--- src/crfe_pkg.sv ---
// Types and constants shared by the frame receiver echo unit modules
package crfe_pkg;

    localparam int unsigned SYM_W     = 7;
    localparam int unsigned BYTE_W    = 8;
    localparam int unsigned PAYLOAD_W = 3 * SYM_W;

    // Bit 7 of a received word marks a check word
    localparam int unsigned MARK_POS = 7;

    // Both fixed check terms folded into one mask
    localparam logic [SYM_W-1:0] CHECK_XOR_A = 7'h7f;
    localparam logic [SYM_W-1:0] CHECK_XOR_B = 7'h55;
    localparam logic [SYM_W-1:0] CHECK_XOR   = CHECK_XOR_A ^ CHECK_XOR_B;

    // Echo beat order
    typedef enum logic [1:0] {
        BEAT_CHECK = 2'd0,
        BEAT_D2    = 2'd1,
        BEAT_D1    = 2'd2,
        BEAT_D0    = 2'd3
    } beat_t;

    // One completed frame handed from the decoder to the echo sequencer
    typedef struct packed {
        logic             err;
        logic [SYM_W-1:0] chk;
        logic [SYM_W-1:0] d2;
        logic [SYM_W-1:0] d1;
        logic [SYM_W-1:0] d0;
    } frame_t;

endpackage

--- src/crfe_frame.sv ---
// Input register and frame decoder: collects check and data words, flags completed frames
module crfe_frame
    import crfe_pkg::*;
(
    input  logic                clk,
    input  logic                rst_n,
    input  logic                in_valid,
    output logic                in_stall,
    input  logic [BYTE_W-1:0]   rx_byte,
    output logic                frame_valid,
    input  logic                frame_ready,
    output frame_t              frame
);

    logic                in_vld_reg;
    logic [BYTE_W-1:0]   rx_reg;
    logic [1:0]          count_reg;
    logic [SYM_W-1:0]    check_reg;
    logic [SYM_W-1:0]    data_reg [2];

    logic                is_mark;
    logic [SYM_W-1:0]    sym;
    logic                completes;
    logic                advance;
    logic [SYM_W-1:0]    expect_chk;

    assign is_mark = rx_reg[MARK_POS];
    assign sym     = rx_reg[SYM_W-1:0];

    // Third data word closes a frame (count of two or more)
    assign completes = in_vld_reg && !is_mark && count_reg[1];
    assign advance   = in_vld_reg && (!completes || frame_ready);
    assign in_stall  = in_vld_reg && !advance;

    // Checksum compare
    assign expect_chk  = sym ^ data_reg[1] ^ data_reg[0] ^ CHECK_XOR;
    assign frame_valid = completes;
    assign frame.err   = (expect_chk != check_reg);
    assign frame.chk   = check_reg;
    assign frame.d2    = data_reg[0];
    assign frame.d1    = data_reg[1];
    assign frame.d0    = sym;

    // Input word register
    always_ff @(posedge clk or negedge rst_n)
    begin
        if (!rst_n)
        begin
            in_vld_reg <= 1'b0;
        end
        else if (!in_stall)
        begin
            in_vld_reg <= in_valid;
        end
    end

    always_ff @(posedge clk)
    begin
        if (in_valid && !in_stall)
        begin
            rx_reg <= rx_byte;
        end
    end

    // Frame state
    always_ff @(posedge clk or negedge rst_n)
    begin
        if (!rst_n)
        begin
            count_reg   <= 2'd0;
            check_reg   <= '0;
            data_reg[0] <= '0;
            data_reg[1] <= '0;
        end
        else if (advance)
        begin
            if (is_mark)
            begin
                check_reg <= sym;
                count_reg <= 2'd0;
            end
            else if (!count_reg[1])
            begin
                data_reg[count_reg[0]] <= sym;
                count_reg              <= count_reg + 2'd1;
            end
            else
            begin
                count_reg <= 2'd0;
            end
        end
    end

endmodule

--- src/crfe_echo.sv ---
// Result register and echo sequencer: plays out four echo words or one error word per frame
module crfe_echo
    import crfe_pkg::*;
(
    input  logic                  clk,
    input  logic                  rst_n,
    input  logic                  frame_valid,
    output logic                  frame_ready,
    input  frame_t                frame,
    output logic                  out_valid,
    input  logic                  out_stall,
    output logic                  status,
    output logic [BYTE_W-1:0]     tx_byte,
    output logic [PAYLOAD_W-1:0]  payload,
    output logic [SYM_W-1:0]      received_check,
    output logic                  last
);

    logic    vld_reg;
    frame_t  frame_reg;
    beat_t   beat_reg;

    logic              fire;
    logic [SYM_W-1:0]  beat_sym;

    assign fire        = vld_reg && !out_stall;
    assign last        = frame_reg.err || (beat_reg == BEAT_D0);
    assign frame_ready = !vld_reg || (fire && last);

    // Word select for the current beat
    always_comb
    begin
        case (beat_reg)
            BEAT_CHECK: beat_sym = frame_reg.chk;
            BEAT_D2:    beat_sym = frame_reg.d2;
            BEAT_D1:    beat_sym = frame_reg.d1;
            BEAT_D0:    beat_sym = frame_reg.d0;
            default:    beat_sym = frame_reg.d0;
        endcase
    end

    assign out_valid      = vld_reg;
    assign status         = frame_reg.err;
    assign received_check = frame_reg.chk;
    assign tx_byte        = frame_reg.err ? '0 :
                            {(beat_reg == BEAT_CHECK), beat_sym};
    assign payload        = frame_reg.err ? '0 :
                            {frame_reg.d2, frame_reg.d1, frame_reg.d0};

    // Sequencer control
    always_ff @(posedge clk or negedge rst_n)
    begin
        if (!rst_n)
        begin
            vld_reg  <= 1'b0;
            beat_reg <= BEAT_CHECK;
        end
        else if (frame_ready)
        begin
            vld_reg  <= frame_valid;
            beat_reg <= BEAT_CHECK;
        end
        else if (fire)
        begin
            beat_reg <= beat_t'(beat_reg + 2'd1);
        end
    end

    // Frame hold register
    always_ff @(posedge clk)
    begin
        if (frame_ready && frame_valid)
        begin
            frame_reg <= frame;
        end
    end

endmodule

--- src/checksummed_frame_receiver_echo_unit.sv ---
// Top level of the checksummed frame receiver echo unit
// Accepts one received word per clock while in_stall is low. A check word (bit 7
// set) or a data word that does not finish a frame passes through the input register
// and gives no result. The third data word of a frame is held in the input
// register until the result register is free, then yields either four echo
// words (check with bit 7 set, d2, d1, d0, each with the 21-bit payload) or a
// single error word when the checksum misses; last marks the final one. While
// the four-beat output sequencer is busy, the third data word of the next frame
// waits in the input register and stalls the input; a result word reaches the
// output through the input register and then the result register.
module checksummed_frame_receiver_echo_unit
    import crfe_pkg::*;
(
    input  logic                  clk,
    input  logic                  rst_n,
    input  logic                  in_valid,
    output logic                  in_stall,
    input  logic [BYTE_W-1:0]     rx_byte,
    output logic                  out_valid,
    input  logic                  out_stall,
    output logic                  status,
    output logic [BYTE_W-1:0]     tx_byte,
    output logic [PAYLOAD_W-1:0]  payload,
    output logic [SYM_W-1:0]      received_check,
    output logic                  last
);

    logic    frame_valid;
    logic    frame_ready;
    frame_t  frame;

    crfe_frame u_frame (
        .clk         (clk),
        .rst_n       (rst_n),
        .in_valid    (in_valid),
        .in_stall    (in_stall),
        .rx_byte     (rx_byte),
        .frame_valid (frame_valid),
        .frame_ready (frame_ready),
        .frame       (frame)
    );

    crfe_echo u_echo (
        .clk            (clk),
        .rst_n          (rst_n),
        .frame_valid    (frame_valid),
        .frame_ready    (frame_ready),
        .frame          (frame),
        .out_valid      (out_valid),
        .out_stall      (out_stall),
        .status         (status),
        .tx_byte        (tx_byte),
        .payload        (payload),
        .received_check (received_check),
        .last           (last)
    );

endmodule

--- config.mk ---
export PLATFORM = sky130hd
export DESIGN_NAME = checksummed_frame_receiver_echo_unit
export DESIGN_NICKNAME = d
export VERILOG_FILES = /design/src/crfe_pkg.sv /design/src/crfe_frame.sv /design/src/crfe_echo.sv /design/src/checksummed_frame_receiver_echo_unit.sv
export SDC_FILE = /design/constraint.sdc
export NUM_CORES = 1
export LEC_CHECK = 0
export BUFFER_PORTS_ARGS = -buffer_cell sky130_fd_sc_hd__buf_2
export CORE_MARGIN = 3
export CORE_UTILIZATION = 40
export CTS_CLUSTER_SIZE = 25
export DETAILED_ROUTE_END_ITERATION = 12
export PLACE_DENSITY_LB_ADDON = 0.1
export SLEW_MARGIN = 5
export SYNTH_ARGS = -nofsm -noshare
export SYNTH_HDL_FRONTEND = slang
export SYNTH_SLANG_ARGS = --single-unit
--- constraint.sdc ---
create_clock -name clk -period 2.8 [get_ports clk]
set_input_delay 0.84 -clock clk [delete_from_list [all_inputs] [get_ports clk]]
set_output_delay 0.84 -clock clk [all_outputs]
set_load 0.01 [all_outputs]
==> results.json <==
{
  "grt_use_total_pct": 15.3,
  "route.detailed.wl_per_inst_um": 16.5,
  "global_route_wire_length_before_repair_mm": 9.25,
  "cp-end-kind": "output pin",
  "std_cell_rows": 29,
  "dieHeight_um": 89.8,
  "syn-mean-instance-area_sq_um": 14.5,
  "path_max_fanout": 5,
  "die_w_um": 89.8,
  "dr.max_layer_used": "met4",
  "dp.final_hpwl_mm": 4.09,
  "antenna_found_initial": 0,
  "critical_path_required_ns": 1.96,
  "mostFrequentLayoutCell": "sky130_fd_sc_hd__buf_2",
  "clock.fmax_mhz": 373,
  "clkLatencyLatePin_ns": 0.34,
  "final_util_pct": 51.7,
  "grt_total_ovfl": 0,
  "period_minus_slack_ns": 2.68,
  "yosys.cell_types.count": 27,
  "critical_path.n_buffers_inverters": 4,
  "netlist_instances": 194,
  "grt_pass1_vias": 1739,
  "wl_met1_mm": 2.58,
  "fp.dieArea_sq_um": 8070,
  "synthToLayoutAreaGrowth_pct": 20.8,
  "drtPass1Iterations": 5,
  "grt_start_max_net_pins": 32,
  "cts.sinks": 64,
  "routed-wl-met2_mm": 2.81,
  "multi_input_comb_area_sq_um": 953,
  "route.met3.wl_um": 293,
  "syn_area_sq_um": 2810,
  "cp.arrival_ns": 1.84,
  "clk_pin_slew_ns": 0.07,
  "synth_seq_area_share_pct": 63.6,
  "drt_iter0_drc": 89,
  "period_share_pct": 95.8,
  "finish.net_count": 269,
  "skew_ns": 0.00575,
  "series_of_cell_instances_along_the_critical_path": "inv_1, ha_1, clkinvlp_4, buf_4, nor2_1, a211oi_1, buf_2",
  "cts_tree": "yes",
  "place_inst": 332,
  "instances_no_fill": 350,
  "reported_max_cap_violation_count": 0,
  "cellLeakagePower_nw": 1.36,
  "seqCellArea_sq_um": 1790,
  "port_buffer_count": 51,
  "slew_viols_final": 0,
  "slew_headroom_pct": 52.9,
  "ctsLongestPathBuffers": 2,
  "core_region_area_sq_um": 6570,
  "number_of_vias_after_detailed_routing": 1657,
  "setup_violations": 0,
  "diodes": 0,
  "yosysWarningCount": 0,
  "result_of_the_run": "completed",
  "drive_above_1_share_pct": 40.9,
  "cts_inserted_buffers": 9,
  "timing.critical_path.max_delay_family": "buffers and inverters",
  "layout_common_cells": "51 x sky130_fd_sc_hd__buf_2, 37 x sky130_fd_sc_hd__edfxtp_1, 27 x sky130_fd_sc_hd__dfrtp_1, 24 x sky130_fd_sc_hd__nor2b_1, 21 x sky130_fd_sc_hd__mux2_2",
  "route.detailed.vias_per_inst": 4.73,
  "grt_setup_unrepaired": "no",
  "final-hold-violation-count": 0,
  "min_path_type": "reg2reg",
  "cts.root.buffer_cell": "sky130_fd_sc_hd__clkbuf_8",
  "power_density_nw_per_um2": 757,
  "final.setup.tns_ns": 0,
  "routed_wirelength_mm": 5.77,
  "initial_core_utilization_pct": 42.8,
  "globalplace.congestion": 0.710,
  "critPathLaunchType": "flip-flop",
  "h-tree-depth": 3,
  "cpMaxStageDelayCell": "sky130_fd_sc_hd__dfrtp_1",
  "flip_flop_count_of_the_largest_register_after_layout": 21,
  "fillerInstances": 580,
  "drcViolationCount": 0,
  "worstMarginPinSlew_ns": 0.702,
  "critPathMaxStageDelay_ns": 0.43,
  "floorplan.io_pins": 52,
  "criticalPathCategory": "reg2out",
  "number_of_synthesized_register_bits": 64,
  "peak_supply_drop_mv": 0.328,
  "drtAntennaViolNets": 0,
  "synth_fp_nets": 211
}
-- worst register-to-register path, stage by stage (launching register included) --
cell and delay [ns]:
sky130_fd_sc_hd__dfrtp_1 0.43, sky130_fd_sc_hd__ha_2 0.32, sky130_fd_sc_hd__nor2_2 0.07, sky130_fd_sc_hd__o21ai_0 0.24
sky130_fd_sc_hd__buf_4 0.18, sky130_fd_sc_hd__nor2_1 0.05, sky130_fd_sc_hd__buf_4 0.14, sky130_fd_sc_hd__nor2b_1 0.25
sky130_fd_sc_hd__buf_4 0.23
-- worst paths after layout --
path / from / endpoint / slack, ns / cells after the start
min in group asynchronous: rst_n / u_frame.frame[11] / 0.52 / 1
worst max register to register: u_echo.beat_reg[0] / u_frame.rx_reg[7] / 0.60 / 8
worst max-delay path: u_echo.beat_reg[0] / tx_byte[4] / 0.12 / 7
worst min-delay path: u_frame.check_reg[5] / u_echo.received_check[5] / 0.49 / 0
max in group asynchronous: rst_n / u_frame.frame[20] / 1.86 / 1
worst min register to register: u_frame.check_reg[5] / u_echo.received_check[5] / 0.49 / 0
-- layout make-up --
cell class	count	area share, %
inverters	5	0.663
flip-flops and latches	64	52.6
clock buffers	12	4.27
well taps	93	3.43
multi-input cells	113	28.1
repair buffers	59	9.65
clock inverters	4	1.29
-- repair_timing --
item / CTS / global route
gates resized for setup: 1 / 6
setup buffers: 2 / 0
pin swaps: 0 / 1
hold buffers: 0 / 0
setup endpoints to repair: 1 / 6
-- routing by layer --
layer / track usage [%] / vias up
met1: 18.7 / 794
met3: 4.34 / 11
li1: - / 808
met2: 24.5 / 44
met5: 0 / -
met4: 8.05 / 0
-- cells by family after synthesis --
family / Yosys count / synth area share (%)
AOI/OAI and AO/OA: 20 / 5.65
xor gates and xnor gates: 21 / 6.54
adders and majority gates: 5 / 2.23
buffers and inverters: 17 / 3.34
DFF: 64 / 63.6
muxes: 21 / 8.41
and+or+nand+nor: 46 / 10.3
-- through the flow --
| step | cell area (sq um) | hold WS [ns] | power [mW] | setup slack, ns |
|---|---|---|---|---|
| floorplan | 2810 | 0.460 | 1.68 | 0.424 |
| global placement | 3170 | 0.475 | 1.81 | 0.392 |
| detailed placement | 3170 | 0.475 | 1.82 | 0.361 |
| CTS | 3380 | 0.490 | 2.60 | 0.0239 |
| global route | 3400 | 0.504 | 2.69 | 0.00288 |
| finish | 3400 | 0.492 | 2.57 | 0.117 |
-- cell usage after synthesis --
cell / instances / area (sq um)
sky130_fd_sc_hd__nor2_1: 9 / 33.8
sky130_fd_sc_hd__mux2_2: 21 / 236
sky130_fd_sc_hd__nor4b_4: 1 / 23.8
sky130_fd_sc_hd__nand3b_1: 1 / 7.51
sky130_fd_sc_hd__or2_2: 1 / 6.26
sky130_fd_sc_hd__xnor2_1: 16 / 140
sky130_fd_sc_hd__and2_1: 1 / 6.26
sky130_fd_sc_hd__xor2_1: 5 / 43.8
sky130_fd_sc_hd__nor2b_1: 25 / 156
sky130_fd_sc_hd__edfxtp_1: 37 / 1110
sky130_fd_sc_hd__ha_1: 5 / 62.6
sky130_fd_sc_hd__a21oi_1: 1 / 5.00
sky130_fd_sc_hd__a211o_1: 1 / 8.76
sky130_fd_sc_hd__a222oi_1: 7 / 70.1
sky130_fd_sc_hd__buf_1: 1 / 3.75
sky130_fd_sc_hd__inv_2: 1 / 3.75
sky130_fd_sc_hd__inv_1: 4 / 15.0
sky130_fd_sc_hd__a21o_1: 1 / 7.51
sky130_fd_sc_hd__o21ai_0: 3 / 15.0
sky130_fd_sc_hd__nor4_1: 2 / 12.5
sky130_fd_sc_hd__buf_4: 8 / 60.1
sky130_fd_sc_hd__a211oi_1: 7 / 52.6
sky130_fd_sc_hd__dfrtp_1: 27 / 676
sky130_fd_sc_hd__nor4_4: 1 / 21.3
sky130_fd_sc_hd__nand4_1: 1 / 6.26
sky130_fd_sc_hd__nand2_1: 4 / 15.0
sky130_fd_sc_hd__clkbuf_1: 3 / 11.3
-- power by group --
group,internal (mW),switching (mW)
Sequential,1.18,0.132
Combinational,0.279,0.205
Clock,0.430,0.341
Total,1.89,0.678
Power figures use the tool's default switching activity.
